==> src/rtl/pcf_pkg.sv <==
package pcf_pkg;

  localparam int ATAN_STEPS = 24;

  localparam logic [31:0] ATAN_TURNS [ATAN_STEPS] = '{
    32'h20000000, 32'h12E4051E, 32'h09FB385B, 32'h051111D4, 32'h028B0D43, 32'h0145D7E1,
    32'h00A2F61E, 32'h00517C55, 32'h0028BE53, 32'h00145F2F, 32'h000A2F98, 32'h000517CC,
    32'h00028BE6, 32'h000145F3, 32'h0000A2FA, 32'h0000517D, 32'h000028BE, 32'h0000145F,
    32'h00000A30, 32'h00000518, 32'h0000028C, 32'h00000146, 32'h000000A3, 32'h00000051
  };

  localparam logic signed [31:0] INV_CORDIC_GAIN = 32'sd652032874;

  localparam logic signed [31:0] INITIAL_FREQ_RST = -32'sd1073918000;
  localparam logic [15:0] AFC_COEFF_RST  = 16'd1207;
  localparam logic [15:0] PHASE_GAIN_RST = 16'd655;
  localparam logic [15:0] FREQ_GAIN_RST  = 16'd419;

  localparam logic [1:0] REG_INITIAL_FREQ = 2'd0;
  localparam logic [1:0] REG_AFC_COEFF    = 2'd1;
  localparam logic [1:0] REG_PHASE_GAIN   = 2'd2;
  localparam logic [1:0] REG_FREQ_GAIN    = 2'd3;

  typedef enum logic [18:0] {
    ST_IDLE     = 19'h00001,
    ST_ROT_INIT = 19'h00002,
    ST_ROT      = 19'h00004,
    ST_M0       = 19'h00008,
    ST_M1       = 19'h00010,
    ST_M2       = 19'h00020,
    ST_M3       = 19'h00040,
    ST_M4       = 19'h00080,
    ST_L0       = 19'h00100,
    ST_L1       = 19'h00200,
    ST_L2       = 19'h00400,
    ST_VEC_INIT = 19'h00800,
    ST_VEC      = 19'h01000,
    ST_G0       = 19'h02000,
    ST_G1       = 19'h04000,
    ST_G2       = 19'h08000,
    ST_DONE     = 19'h10000
  } state_t;

endpackage

==> src/rtl/pilot_carrier_fpll.sv <==
// Pilot carrier frequency/phase locked loop.
// Input channel: in_valid/in_stall with in_sample_i, in_sample_q, one complex
// sample per transaction. Output channel: out_valid/out_stall with
// out_demod_out, one result per input transaction, in order.
// Each sample passes through the sin/cos rotation, the mixing products, the
// loop filter, the atan2 vectoring and the loop gains; the vectoring is
// skipped when both filter values are zero, and the next sample can be taken
// in the cycle the result shows. in_stall is high meanwhile, as one CORDIC
// unit (sin/cos rotation, then atan2 vectoring) and one multiplier are shared.
// The result sits in an output register; if the receiver stalls, the next
// sample is still taken and processed, and the block waits at its last step
// until the register is free.
// Configuration via the APB port (4 registers at 0x0, 0x4, 0x8, 0xC); a write
// of initial_freq also reloads the NCO frequency. Write only while idle.
// Reset (rst_n low, synchronous) sets the registers to their defaults, the NCO
// phase and filter state to zero, and the frequency to initial_freq.
module pilot_carrier_fpll #(
  parameter int SAMPLE_WIDTH     = 16,
  parameter int PHASE_WIDTH      = 32,
  parameter int ANGLE_ITERATIONS = 16
) (
  input  logic                           clk,
  input  logic                           rst_n,
  input  logic                           in_valid,
  output logic                           in_stall,
  input  logic signed [SAMPLE_WIDTH-1:0] in_sample_i,
  input  logic signed [SAMPLE_WIDTH-1:0] in_sample_q,
  output logic                           out_valid,
  input  logic                           out_stall,
  output logic signed [SAMPLE_WIDTH-1:0] out_demod_out,
  input  logic                           psel,
  input  logic                           penable,
  input  logic                           pwrite,
  input  logic [3:0]                     paddr,
  input  logic [31:0]                    pwdata,
  output logic [31:0]                    prdata,
  output logic                           pready
);

  localparam int NITER   = (ANGLE_ITERATIONS < pcf_pkg::ATAN_STEPS) ?
                           ANGLE_ITERATIONS : pcf_pkg::ATAN_STEPS;
  localparam int KW      = $clog2(NITER);
  localparam int SW      = SAMPLE_WIDTH;
  localparam int PW      = PHASE_WIDTH;
  localparam int LP_FRAC = 30 - SW;
  localparam int MA_W    = 36;
  localparam int MB_W    = ((SW > 17) ? SW : 17) + 1;
  localparam int PR_W    = MA_W + MB_W;
  localparam int AW      = PR_W + 1;
  localparam int CW      = 36;
  localparam int LPW     = 34;
  localparam int SHL     = (PW >= 32) ? PW - 32 : 0;
  localparam int SHR     = (PW >= 32) ? 0 : 32 - PW;

  function automatic logic [PW-1:0] scale_turns(input logic signed [63:0] v);
    logic signed [63:0] t;
    t = (v <<< SHL) >>> SHR;
    return t[PW-1:0];
  endfunction

  function automatic logic signed [31:0] sat32(input logic signed [AW:0] v);
    if (v > $signed((AW+1)'(32'sh7FFFFFFF))) return 32'sh7FFFFFFF;
    else if (v < $signed(-(AW+1)'(33'sh080000000))) return 32'sh80000000;
    else return v[31:0];
  endfunction

  pcf_pkg::state_t state_r, state_nxt;

  logic signed [31:0] initial_freq_r;
  logic [15:0]        afc_coeff_r, phase_gain_r, freq_gain_r;
  logic [PW-1:0]      phase_r, freq_r;
  logic signed [LPW-1:0] lp_re_r, lp_im_r;
  logic signed [SW-1:0]  si_r, sq_r;
  logic signed [31:0]    s_r, c_r, xr_r, xi_r;
  logic signed [SW-1:0]  dem_r;
  logic signed [15:0]    err_r;
  logic signed [CW-1:0]  cx_r, cy_r, cz_r;
  logic [KW-1:0]         k_r;
  logic                  flip_r;
  logic signed [AW-1:0]  acc_r;
  logic                  out_valid_r;
  logic signed [SW-1:0]  out_demod_r;

  // configuration port
  logic cfg_wr;
  assign pready = 1'b1;
  assign cfg_wr = psel && penable && pwrite;

  always_comb begin
    case (paddr[3:2])
      pcf_pkg::REG_INITIAL_FREQ: prdata = initial_freq_r;
      pcf_pkg::REG_AFC_COEFF:    prdata = {16'd0, afc_coeff_r};
      pcf_pkg::REG_PHASE_GAIN:   prdata = {16'd0, phase_gain_r};
      pcf_pkg::REG_FREQ_GAIN:    prdata = {16'd0, freq_gain_r};
      default:                   prdata = '0;
    endcase
  end

  // shared multiplier
  logic signed [MA_W-1:0] mul_a;
  logic signed [MB_W-1:0] mul_b;
  logic signed [PR_W-1:0] prod;
  logic signed [15:0]     err_now;
  logic signed [32:0]     ez;
  logic signed [16:0]     esh;
  logic signed [31:0]     s_now;

  assign s_now = flip_r ? -cy_r[31:0] : cy_r[31:0];

  always_comb begin
    ez  = {cz_r[31], cz_r[31:0]} + 33'sd32768;
    esh = ez[32:16];
    if (esh > 17'sd16384) err_now = 16'sd16384;
    else if (esh < -17'sd16384) err_now = -16'sd16384;
    else err_now = esh[15:0];
  end

  always_comb begin
    mul_a = '0;
    mul_b = '0;
    case (state_r)
      pcf_pkg::ST_M0: begin mul_a = MA_W'(s_now); mul_b = MB_W'(si_r); end
      pcf_pkg::ST_M1: begin mul_a = MA_W'(c_r); mul_b = MB_W'(sq_r); end
      pcf_pkg::ST_M2: begin mul_a = MA_W'(c_r); mul_b = MB_W'(si_r); end
      pcf_pkg::ST_M3: begin mul_a = MA_W'(s_r); mul_b = MB_W'(sq_r); end
      pcf_pkg::ST_L0: begin
        mul_a = MA_W'(xr_r) - MA_W'(lp_re_r);
        mul_b = $signed(MB_W'(afc_coeff_r));
      end
      pcf_pkg::ST_L1: begin
        mul_a = MA_W'(xi_r) - MA_W'(lp_im_r);
        mul_b = $signed(MB_W'(afc_coeff_r));
      end
      pcf_pkg::ST_G0: begin mul_a = MA_W'(err_now); mul_b = $signed(MB_W'(phase_gain_r)); end
      pcf_pkg::ST_G1: begin mul_a = MA_W'(err_r); mul_b = $signed(MB_W'(freq_gain_r)); end
      default: ;
    endcase
  end

  assign prod = mul_a * mul_b;

  // CORDIC step, shared by rotation and vectoring
  logic signed [CW-1:0] dx, dy, atan_k;
  logic                 pos_rot;
  logic [31:0]          ptop;
  logic [PW-1:0]        phase_adv;
  logic [PW+31:0]       pcat;

  assign dx      = cy_r >>> k_r;
  assign dy      = cx_r >>> k_r;
  assign atan_k  = CW'(pcf_pkg::ATAN_TURNS[5'(k_r)]);
  assign pos_rot = (state_r == pcf_pkg::ST_VEC) ? !(cy_r > 0) : (cz_r >= 0);
  assign pcat    = {phase_r, 32'd0} >> PW;
  assign ptop    = pcat[31:0];
  assign phase_adv = phase_r + freq_r;

  // rounding of products and filter update
  logic signed [AW:0]    rsum;
  logic signed [31:0]    xsat;
  logic signed [32:0]    dsum;
  logic signed [32-LP_FRAC:0] dsh;
  logic signed [SW-1:0]  dem_now;
  logic signed [AW:0]    lsum;
  logic signed [LPW-1:0] lstep;

  always_comb begin
    rsum = {acc_r[AW-1], acc_r} + (AW+1)'(1 << (SW-1));
    xsat = sat32(rsum >>> SW);
    dsum = {xsat[31], xsat} + 33'(1 << (LP_FRAC-1));
    dsh  = dsum[32:LP_FRAC];
    if (dsh > $signed((33-LP_FRAC)'((1 << (SW-1)) - 1)))
      dem_now = {1'b0, {(SW-1){1'b1}}};
    else if (dsh < -$signed((33-LP_FRAC)'(1 << (SW-1))))
      dem_now = {1'b1, {(SW-1){1'b0}}};
    else
      dem_now = dsh[SW-1:0];
    lsum  = {acc_r[AW-1], acc_r} + (AW+1)'(32768);
    lstep = LPW'(lsum >>> 16);
  end

  logic signed [63:0] acc64;
  assign acc64 = 64'(acc_r);

  always_comb begin
    state_nxt = state_r;
    case (state_r)
      pcf_pkg::ST_IDLE:     if (in_valid) state_nxt = pcf_pkg::ST_ROT_INIT;
      pcf_pkg::ST_ROT_INIT: state_nxt = pcf_pkg::ST_ROT;
      pcf_pkg::ST_ROT:      if (k_r == KW'(NITER-1)) state_nxt = pcf_pkg::ST_M0;
      pcf_pkg::ST_M0:       state_nxt = pcf_pkg::ST_M1;
      pcf_pkg::ST_M1:       state_nxt = pcf_pkg::ST_M2;
      pcf_pkg::ST_M2:       state_nxt = pcf_pkg::ST_M3;
      pcf_pkg::ST_M3:       state_nxt = pcf_pkg::ST_M4;
      pcf_pkg::ST_M4:       state_nxt = pcf_pkg::ST_L0;
      pcf_pkg::ST_L0:       state_nxt = pcf_pkg::ST_L1;
      pcf_pkg::ST_L1:       state_nxt = pcf_pkg::ST_L2;
      pcf_pkg::ST_L2:       state_nxt = pcf_pkg::ST_VEC_INIT;
      pcf_pkg::ST_VEC_INIT: state_nxt = (lp_re_r == 0 && lp_im_r == 0) ?
                                        pcf_pkg::ST_G0 : pcf_pkg::ST_VEC;
      pcf_pkg::ST_VEC:      if (k_r == KW'(NITER-1)) state_nxt = pcf_pkg::ST_G0;
      pcf_pkg::ST_G0:       state_nxt = pcf_pkg::ST_G1;
      pcf_pkg::ST_G1:       state_nxt = pcf_pkg::ST_G2;
      pcf_pkg::ST_G2:       state_nxt = pcf_pkg::ST_DONE;
      pcf_pkg::ST_DONE:     if (!out_valid_r || !out_stall) state_nxt = pcf_pkg::ST_IDLE;
      default:              state_nxt = pcf_pkg::ST_IDLE;
    endcase
  end

  assign in_stall      = (state_r != pcf_pkg::ST_IDLE);
  assign out_valid     = out_valid_r;
  assign out_demod_out = out_demod_r;

  // control and loop state
  always_ff @(posedge clk) begin
    if (!rst_n) begin
      state_r        <= pcf_pkg::ST_IDLE;
      out_valid_r    <= 1'b0;
      initial_freq_r <= pcf_pkg::INITIAL_FREQ_RST;
      afc_coeff_r    <= pcf_pkg::AFC_COEFF_RST;
      phase_gain_r   <= pcf_pkg::PHASE_GAIN_RST;
      freq_gain_r    <= pcf_pkg::FREQ_GAIN_RST;
      phase_r        <= '0;
      freq_r         <= scale_turns(64'(pcf_pkg::INITIAL_FREQ_RST));
      lp_re_r        <= '0;
      lp_im_r        <= '0;
      k_r            <= '0;
    end else begin
      state_r <= state_nxt;
      if (state_r == pcf_pkg::ST_DONE && (!out_valid_r || !out_stall))
        out_valid_r <= 1'b1;
      else if (out_valid_r && !out_stall)
        out_valid_r <= 1'b0;
      if (cfg_wr) begin
        case (paddr[3:2])
          pcf_pkg::REG_INITIAL_FREQ: begin
            initial_freq_r <= pwdata;
            freq_r         <= scale_turns(64'($signed(pwdata)));
          end
          pcf_pkg::REG_AFC_COEFF:  afc_coeff_r  <= pwdata[15:0];
          pcf_pkg::REG_PHASE_GAIN: phase_gain_r <= pwdata[15:0];
          pcf_pkg::REG_FREQ_GAIN:  freq_gain_r  <= pwdata[15:0];
          default: ;
        endcase
      end
      case (state_r)
        pcf_pkg::ST_IDLE: if (in_valid) phase_r <= phase_adv;
        pcf_pkg::ST_ROT, pcf_pkg::ST_VEC: k_r <= k_r + 1'b1;
        pcf_pkg::ST_ROT_INIT, pcf_pkg::ST_VEC_INIT: k_r <= '0;
        pcf_pkg::ST_L1: lp_re_r <= lp_re_r + lstep;
        pcf_pkg::ST_L2: lp_im_r <= lp_im_r + lstep;
        pcf_pkg::ST_G1: phase_r <= phase_r + scale_turns(acc64);
        pcf_pkg::ST_G2: freq_r  <= freq_r + scale_turns(acc64 >>> 8);
        default: ;
      endcase
    end
  end

  // datapath
  always_ff @(posedge clk) begin
    case (state_r)
      pcf_pkg::ST_IDLE: begin
        si_r <= in_sample_i;
        sq_r <= in_sample_q;
      end
      pcf_pkg::ST_ROT_INIT: begin
        flip_r <= ptop[31] ^ ptop[30];
        cx_r   <= CW'(pcf_pkg::INV_CORDIC_GAIN);
        cy_r   <= '0;
        cz_r   <= CW'($signed({ptop[31] ^ (ptop[31] ^ ptop[30]), ptop[30:0]}));
      end
      pcf_pkg::ST_ROT, pcf_pkg::ST_VEC: begin
        if (pos_rot) begin
          cx_r <= cx_r - dx;
          cy_r <= cy_r + dy;
          cz_r <= cz_r - atan_k;
        end else begin
          cx_r <= cx_r + dx;
          cy_r <= cy_r - dy;
          cz_r <= cz_r + atan_k;
        end
      end
      pcf_pkg::ST_M0: begin
        s_r   <= flip_r ? -cy_r[31:0] : cy_r[31:0];
        c_r   <= flip_r ? -cx_r[31:0] : cx_r[31:0];
      end
      default: ;
    endcase
    case (state_r)
      pcf_pkg::ST_M0: acc_r <= acc_r + AW'(prod);
      pcf_pkg::ST_M1: acc_r <= (acc_r - AW'(prod));
      pcf_pkg::ST_M2: begin
        xr_r  <= xsat;
        dem_r <= dem_now;
        acc_r <= AW'(prod);
      end
      pcf_pkg::ST_M3: acc_r <= acc_r + AW'(prod);
      pcf_pkg::ST_M4: xi_r <= xsat;
      pcf_pkg::ST_L0, pcf_pkg::ST_L1, pcf_pkg::ST_G1: acc_r <= AW'(prod);
      pcf_pkg::ST_G0: begin
        err_r <= err_now;
        acc_r <= AW'(prod);
      end
      pcf_pkg::ST_VEC_INIT: begin
        if (lp_re_r < 0) begin
          cx_r <= -CW'(lp_re_r);
          cy_r <= -CW'(lp_im_r);
          cz_r <= CW'(64'sd2147483648);
        end else begin
          cx_r <= CW'(lp_re_r);
          cy_r <= CW'(lp_im_r);
          cz_r <= '0;
        end
      end
      default: ;
    endcase
    if (state_r == pcf_pkg::ST_ROT && k_r == KW'(NITER-1)) begin
      acc_r <= '0;
    end
    if (state_r == pcf_pkg::ST_DONE && (!out_valid_r || !out_stall))
      out_demod_r <= dem_r;
  end

endmodule
==> config.mk <==
export PLATFORM = sky130hd
export DESIGN_NAME = pilot_carrier_fpll
export DESIGN_NICKNAME = d
export VERILOG_FILES = /design/src/rtl/pcf_pkg.sv /design/src/rtl/pilot_carrier_fpll.sv
export SDC_FILE = /design/constraint.sdc
export NUM_CORES = 2
export LEC_CHECK = 0
export BUFFER_PORTS_ARGS = -buffer_cell sky130_fd_sc_hd__buf_2
export CORE_UTILIZATION = 30
export DETAILED_ROUTE_END_ITERATION = 12
export PLACE_DENSITY = 0.5
export SYNTH_ARGS = -nofsm -noshare
export SYNTH_HDL_FRONTEND = slang
export SYNTH_SLANG_ARGS = --single-unit
export TNS_END_PERCENT = 20
==> constraint.sdc <==
create_clock -name clk -period 27.7 [get_ports clk]
set_clock_uncertainty 0.1 [all_clocks]
set_input_delay 2.77 -clock clk [delete_from_list [all_inputs] [get_ports clk]]
set_output_delay 2.77 -clock clk [all_outputs]
set_load 0.02 [all_outputs]
* Word level (Yosys, flattened, before mapping)
Memory sizes are Yosys's and may differ from the RTL's.
Cells that the tools add are included.
** Word-level totals
- Memory bits (read-only) :: 1024
- Flip-flop bits (word level) :: 608
- Input port bits :: 75
- Memories kept :: 1
- Logic and storage cells :: 166
- Output and inout bits :: 51
** Operators by class
- Add/subtract/negate cells :: 23
- Shifts and indexed selects :: 2
- Multiply operators :: 1
- Equality and inequality tests :: 26
- Reductions and logical operators :: 35
- Mux-type cells :: 40
- Bitwise operators :: 3
- Magnitude comparators :: 10
** Memories
- (no name shown) :: depth 32, width 32, read ports 1, clocked after memory_dff 0, write ports 0, line pilot_carrier_fpll.sv:151 : assign atan_k = CW'(pcf_pkg::ATAN_TURNS[5'(k_r)]);
** Operators by type and width (count)
- $mux W32 :: 11
- $pmux W19 S17 :: 1
- $mux W36 :: 8
- $pmux W36 S7 :: 1
- $pmux W36 S2 :: 3
- $pmux W55 S3 :: 1
- $pmux W32 S4 :: 1
- $add A32 B32 Y32 :: 3
- $pmux W18 S5 :: 1
- $mux W19 :: 4
- $add A36 B36 Y36 :: 2
- $neg A34 Y36 :: 2
- $sshr A36 B4 Y36 :: 2
- $sub A36 B36 Y36 :: 2
- $sub A32 B34 Y35 :: 2
- $add A34 B34 Y34 :: 2
- $logic_not A34 Y1 :: 2
- $neg A32 Y32 :: 2
- $pmux W32 S2 :: 1
- $add A55 B17 Y56 const B :: 1
- $add A55 B54 Y55 :: 1
- $sub A55 B54 Y55 :: 1
- $mul A36 B18 Y54 :: 1
- $mux W16 :: 3
- 53 further kinds :: 82

* Depth between registers and ports, before layout
- Depth after elaboration :: 8
- Gate-level depth with buffers :: 59
- Mapped depth without buffers :: 57

* Least setup slack after synthesis
OpenSTA, ideal clock, no wires.
- Path kind :: register -> register
- Start point :: register state_r[16]
- End point :: register acc_r[54]
- Stages on the path, launching flop included :: 50
- Path slack :: 9.873 ns
- Buffers on the path :: 5
- Arrival time :: 17.658 ns
- Clock period less this slack :: 17.827 ns
- Library setup time :: 0.070 ns
- Required time :: 27.530 ns
- Cell sequence :: dfxtp_1 nor3_1 and2_1 clkbuf_1 nand3b_1 nor4_1 or2_2 clkbuf_1 a22oi_1 inv_1 clkbuf_1 clkbuf_1 nand2_1 fa_1 fa_1 inv_1 fa_1 fa_1 [14 not listed] or4b_2 o21ai_0 xnor2_1 ha_1 a211oi_1 nand2_1 o22a_1 and3_1 a221o_1 a21oi_1 o22ai_1 o311ai_0 a21oi_1 mux2i_1 o41ai_1 or4_4 a311o_1 a21oi_1
** Between the ends
- Word-level cells in the longest chain between the ends :: 6
- Elaborated cells on any way between the ends :: 23
- Classes of those cells :: 2 x add/sub; 1 x mul; 9 x eq/ne; 3 x mux; 8 x reduce/logical
** Ends and longest elaborated chain
- from (decl) :: line pilot_carrier_fpll.sv:67 : pcf_pkg::state_t state_r, state_nxt;
- from (signal assigned) :: line pilot_carrier_fpll.sv:216 : state_r <= pcf_pkg::ST_IDLE;
- from (signal assigned) :: line pilot_carrier_fpll.sv:228 : state_r <= state_nxt;
- $eq A19 B6 Y1 (tied with other cells) :: line pilot_carrier_fpll.sv:121, pilot_carrier_fpll.sv:288
- $reduce_or A2 Y1 (no source line)
- $pmux W36 S7 or $pmux W18 S5 (tied branches) :: line pilot_carrier_fpll.sv:121 : case (state_r)
- $mul A36 B18 Y54 :: line pilot_carrier_fpll.sv:140 : assign prod = mul_a * mul_b;
- $add A55 B54 Y55 or $sub A55 B54 Y55 (tied branches) :: line pilot_carrier_fpll.sv:289, pilot_carrier_fpll.sv:296, pilot_carrier_fpll.sv:290
- $pmux W55 S3 :: line pilot_carrier_fpll.sv:288 : case (state_r)
- to (signal assigned) :: line pilot_carrier_fpll.sv:289 : pcf_pkg::ST_M0: acc_r <= acc_r + AW'(prod);
- to (signal assigned) :: line pilot_carrier_fpll.sv:290 : pcf_pkg::ST_M1: acc_r <= (acc_r - AW'(prod));
- to (signal assigned) :: line pilot_carrier_fpll.sv:296 : pcf_pkg::ST_M3: acc_r <= acc_r + AW'(prod);
- to (decl) :: line pilot_carrier_fpll.sv:80 : logic signed [AW-1:0] acc_r;
Parallel ways exist; a longest one is shown, timed or not.
A chain may end at the register's enable or synchronous reset.

* Final worst setup path
- Start point :: register cz_r[19]
- End point :: register acc_r[54]
** Between the ends
- Word-level cells in the longest chain between the ends :: 8
- Elaborated cells on any way between the ends :: 10
- Classes of those cells :: 3 x add/sub; 1 x mul; 2 x order compare; 4 x mux
** Ends and longest elaborated chain
- from (decl) :: line pilot_carrier_fpll.sv:77 : logic signed [CW-1:0] cx_r, cy_r, cz_r;
- from (signal assigned) :: line pilot_carrier_fpll.sv:269 : cz_r <= CW'($signed({ptop[31] ^ (ptop[31] ^ ptop[30]), ptop[30:0]}));
- from (signal assigned) :: line pilot_carrier_fpll.sv:275 : cz_r <= cz_r - atan_k;
- from (signal assigned) :: line pilot_carrier_fpll.sv:279 : cz_r <= cz_r + atan_k;
- $add A32 B17 Y33 * :: line pilot_carrier_fpll.sv:111 : ez = {cz_r[31], cz_r[31:0]} + 33'sd32768;
- $lt A17 B15 Y1 :: line pilot_carrier_fpll.sv:114 : else if (esh < -17'sd16384) err_now = -16'sd16384;
- $mux W16 :: line pilot_carrier_fpll.sv:114
- $mux W16 * :: line pilot_carrier_fpll.sv:113 : if (esh > 17'sd16384) err_now = 16'sd16384;
- $pmux W36 S7 * :: line pilot_carrier_fpll.sv:121
- $mul A36 B18 Y54 * :: line pilot_carrier_fpll.sv:140
- $add A55 B54 Y55 or $sub A55 B54 Y55 (tied branches) :: line pilot_carrier_fpll.sv:289, pilot_carrier_fpll.sv:296, pilot_carrier_fpll.sv:290
- $pmux W55 S3 * :: line pilot_carrier_fpll.sv:288
Mark *: on every way between the ends. The rest lies on a longest branch, timed or not.

==> impl_summary.log <==
INFO  metric r2r_start = cz_r[19]
INFO  metric grt.total_usage = approximately a fifth
INFO  metric cts_root_buffer = sky130_fd_sc_hd__clkbuf_16
INFO  metric critPathMaxFanout = 17
INFO  metric filler_cells = 25300
INFO  metric cts_tree = built
INFO  metric core_area = ~240000 µm²
INFO  metric drive_gt1_share = 6.96%
INFO  metric final-hold-violation-count = 0
INFO  metric syn_to_final_growth = 9.60%
INFO  metric netlist-cell-type-count = roughly 110
INFO  metric rsz_0062_raised_after_global_routing = no
INFO  metric post_drt_wl_per_cell = 21.5 µm
INFO  metric via_per_inst = 5.34
INFO  metric synth.net_count = roughly 10000
INFO  metric post-synth-top-count-cell = sky130_fd_sc_hd__nand2_1
INFO  metric postSynthAreaPerCell = 8.35 µm²
INFO  metric cts_resized = 0
INFO  metric floorplan.initialDensity = between 30% and 40%
INFO  metric first_pass_iters = 6
INFO  metric worst-endpoint-arrival = approximately 17000 ps
INFO  metric share_of_synthesized_area_occupied_by_flip_flops_and_latches = between 20% and 30%
INFO  metric synth.yosys.warnings = 0
INFO  metric floorplan.io_pins = 126
INFO  metric postCtsHoldBufs = 0
INFO  metric drc = 0
INFO  metric outcome = finished, final reports clean
INFO  metric clk-insertion-delay-late = around 730 ps
INFO  metric row_count = about 180
INFO  metric timing.critical_path.mode_cell = sky130_fd_sc_hd__fa_1
INFO  metric synth.largest_area_cell = sky130_fd_sc_hd__fa_1
INFO  metric globalRoute.totalOverflow = 0
INFO  metric critPathLaunch = cz_r[19]
INFO  metric start_kind = flip-flop
INFO  metric synthesis.area = between 70000 and 80000 µm²
INFO  metric io_buffer_count = between 100 and 150
INFO  metric number_of_enable_type_register_cells_in_the_synthesized_netlist = ~320
INFO  metric peakVddDrop = approximately 51 µV
INFO  metric tritoncts.num_buffers = between 80 and 90
INFO  metric hold_path.class = flip-flop to flip-flop
INFO  metric maxCapViolations = 0
INFO  metric cpMaxStageDelayCell = sky130_fd_sc_hd__a21oi_1
INFO  metric grt_first_pass_wirelength = ~400000 µm
INFO  metric initialDrtViolationCount = approximately 5200
INFO  metric place_area = 78000 µm²
INFO  metric maximum_number_of_pins_on_one_net_before_global_route_repair = 109
INFO  metric die_width = 498 µm
INFO  metric ctsLongestPathBuffers = 3
INFO  metric hpwlAfterDp = between 150000 and 200000 µm
INFO  metric power_leakage = between 30 and 40 nW
INFO  metric ys_top_cells_by_count = 1364 x sky130_fd_sc_hd__nand2_1, 937 x sky130_fd_sc_hd__inv_1, 617 x sky130_fd_sc_hd__fa_1
INFO  metric worst_path_largest_cell_delay = roughly 830 ps
INFO  metric yosys-top-cells-area = sky130_fd_sc_hd__fa_1 17%, sky130_fd_sc_hd__edfxtp_1 13%, sky130_fd_sc_hd__ha_1 8.4%
INFO  metric antenna_found_initial = 11
INFO  metric power_density_cells = roughly 36 nW/µm²
INFO  metric htree_num_levels = 3
INFO  metric synth_cells = 8827
INFO  metric numPlacedInstances = 11900
INFO  metric worst_endpoint_required_time = 28260 ps
INFO  metric routed_wirelength = ~260000 µm
INFO  metric nets = just under 10000
INFO  metric synth-main-ff-cell = sky130_fd_sc_hd__edfxtp_1
INFO  metric finalInstanceArea = between 80000 and 90000 µm²
INFO  metric clk_pin_slew = 60 ps
INFO  metric timing.final.setup_violations = 0
INFO  metric postCtsSetupBuffers = 0
INFO  metric max_freq = just over 60 MHz
INFO  metric critical_path_class = flip-flop to flip-flop
INFO  metric final_antenna_net_count = 0
INFO  metric vias_in_the_first_global_route = roughly 64000
INFO  metric finalSetupTns = 0 ps
INFO  metric worst_pin_slew = between 1000 and 1500 ps
INFO  metric final_period_utilization = between 50% and 60%
INFO  metric finalWeightedCongestion = 0.898
INFO  metric tritoncts_num_sinks = between 600 and 700
INFO  metric setup_crit_end_kind = flip-flop
INFO  metric timing.final.crit_period = about 17000 ps
INFO  metric asyncSetResetFlopFracSynth = 0%
INFO  metric finalMaxSlewViolations = 0
INFO  metric fp.dieArea = between 200000 and 250000 µm²
INFO  metric die_y = around 500 µm
INFO  metric critical_path.n_buffers_inverters = 4
INFO  metric stdcell_count = 12000
INFO  metric register_bit_count_reported_by_yosys = slightly above 600
INFO  metric post-synth-top-area-fraction = 16.7%
INFO  metric hold-worst-slack = roughly 320 ps
INFO  metric pnr_total_power = between 0.002 and 0.003 W
INFO  metric min_from = dem_r[12]
INFO  metric vias = between 60000 and 70000
INFO  metric max-slew-margin-rel = between 20 and 30%
INFO  metric worst_path_dominant_cell_family = simple AND/OR/NAND/NOR gates
logic make-up (layout without fill, tap and decap cells):
logic type / count (synthesis) / after routing / share of synthesized area (%)
other: 1 / 2 / 0.00508
adders and majority gates: 1116 / 1116 / 25.2
buffers and inverters: 1347 / 1331 / 6.93
muxes: 183 / 183 / 3.82
and+or+nand+nor: 2992 / 2992 / 18.6
xor gates and xnor gates: 647 / 647 / 7.69
DFF: 606 / 606 / 20.8
AOI/OAI and AO/OA: 1935 / 1935 / 17.0
sequential cells by signal, indices dropped and copies added, names as in the netlist, 34 cells and up:
name     count
cx_r        36
cz_r        36
lp_re_r     34
acc_r       55
cy_r        36
lp_im_r     34
cells in the final DEF (no fill, tap or decap), types with 83 or more instances in the layout:
cell type	instances
sky130_fd_sc_hd__buf_2	122
sky130_fd_sc_hd__a211oi_1	100
sky130_fd_sc_hd__nor3_1	174
sky130_fd_sc_hd__edfxtp_1	317
sky130_fd_sc_hd__a21o_1	202
sky130_fd_sc_hd__o21ai_0	337
sky130_fd_sc_hd__fa_1	617
sky130_fd_sc_hd__mux2i_1	90
sky130_fd_sc_hd__inv_1	935
sky130_fd_sc_hd__dfxtp_1	284
sky130_fd_sc_hd__ha_1	498
sky130_fd_sc_hd__nand3_1	201
sky130_fd_sc_hd__a21oi_1	600
sky130_fd_sc_hd__nand2_1	1361
sky130_fd_sc_hd__clkbuf_16	83
sky130_fd_sc_hd__nor2_1	560
sky130_fd_sc_hd__xor2_1	220
sky130_fd_sc_hd__buf_4	113
sky130_fd_sc_hd__xnor2_1	426
sky130_fd_sc_hd__and2_1	172
through the flow:
| stage | util (%) | setup WS [ps] |
|---|---|---|
| CTS | 33.1 | 11280 |
| finish | 33.1 | 11130 |
| floorplan | - | 9870 |
| detailed placement | 32.0 | 11340 |
| global route | 33.1 | 9850 |
| global placement | 32.0 | 11410 |
per-layer routing:
layer / up-vias / wire (µm) / GRT usage, %
li1: 30100 / - / -
met1: 31800 / 118000 / 27.9
met2: 1933 / 116000 / 32.9
met3: 359 / 14900 / 2.62
met4: 6 / 9220 / 7.03
met5: - / 41 / 0
cell type report:
| cell class | count | area [µm²] | share of cell area [%] |
|---|---|---|---|
| Multi-Input combinational cell | 6874 | 53600 | 66.4 |
| Sequential cell | 606 | 15300 | 18.9 |
| Tap cell | 3202 | 4010 | 4.96 |
| Inverter | 943 | 3550 | 4.39 |
| Clock buffer | 98 | 2180 | 2.70 |
| Timing Repair Buffer | 235 | 1460 | 1.80 |
| Clock inverter | 55 | 672 | 0.831 |
| Antenna cell | 1 | 2.50 | 0.00310 |
where the power goes:
part	internal [W]	switching, W	leakage [nW]	total (W)
sequential	0.00101	0.0000636	5.23	0.00107
combinational	0.000287	0.000407	28.5	0.000694
clock	0.000665	0.000491	1.38	0.00116
total	0.00196	0.000961	35.1	0.00292
worst paths after layout:
kind / end / cells after the start / slack, ps
max reg2reg: acc_r[54] / 48 / 11130
max: acc_r[54] / 48 / 11130
min: out_demod_out[12] / 0 / 320
min reg2reg: out_demod_out[12] / 0 / 320
Note: power is estimated with default switching activity, not from simulation.
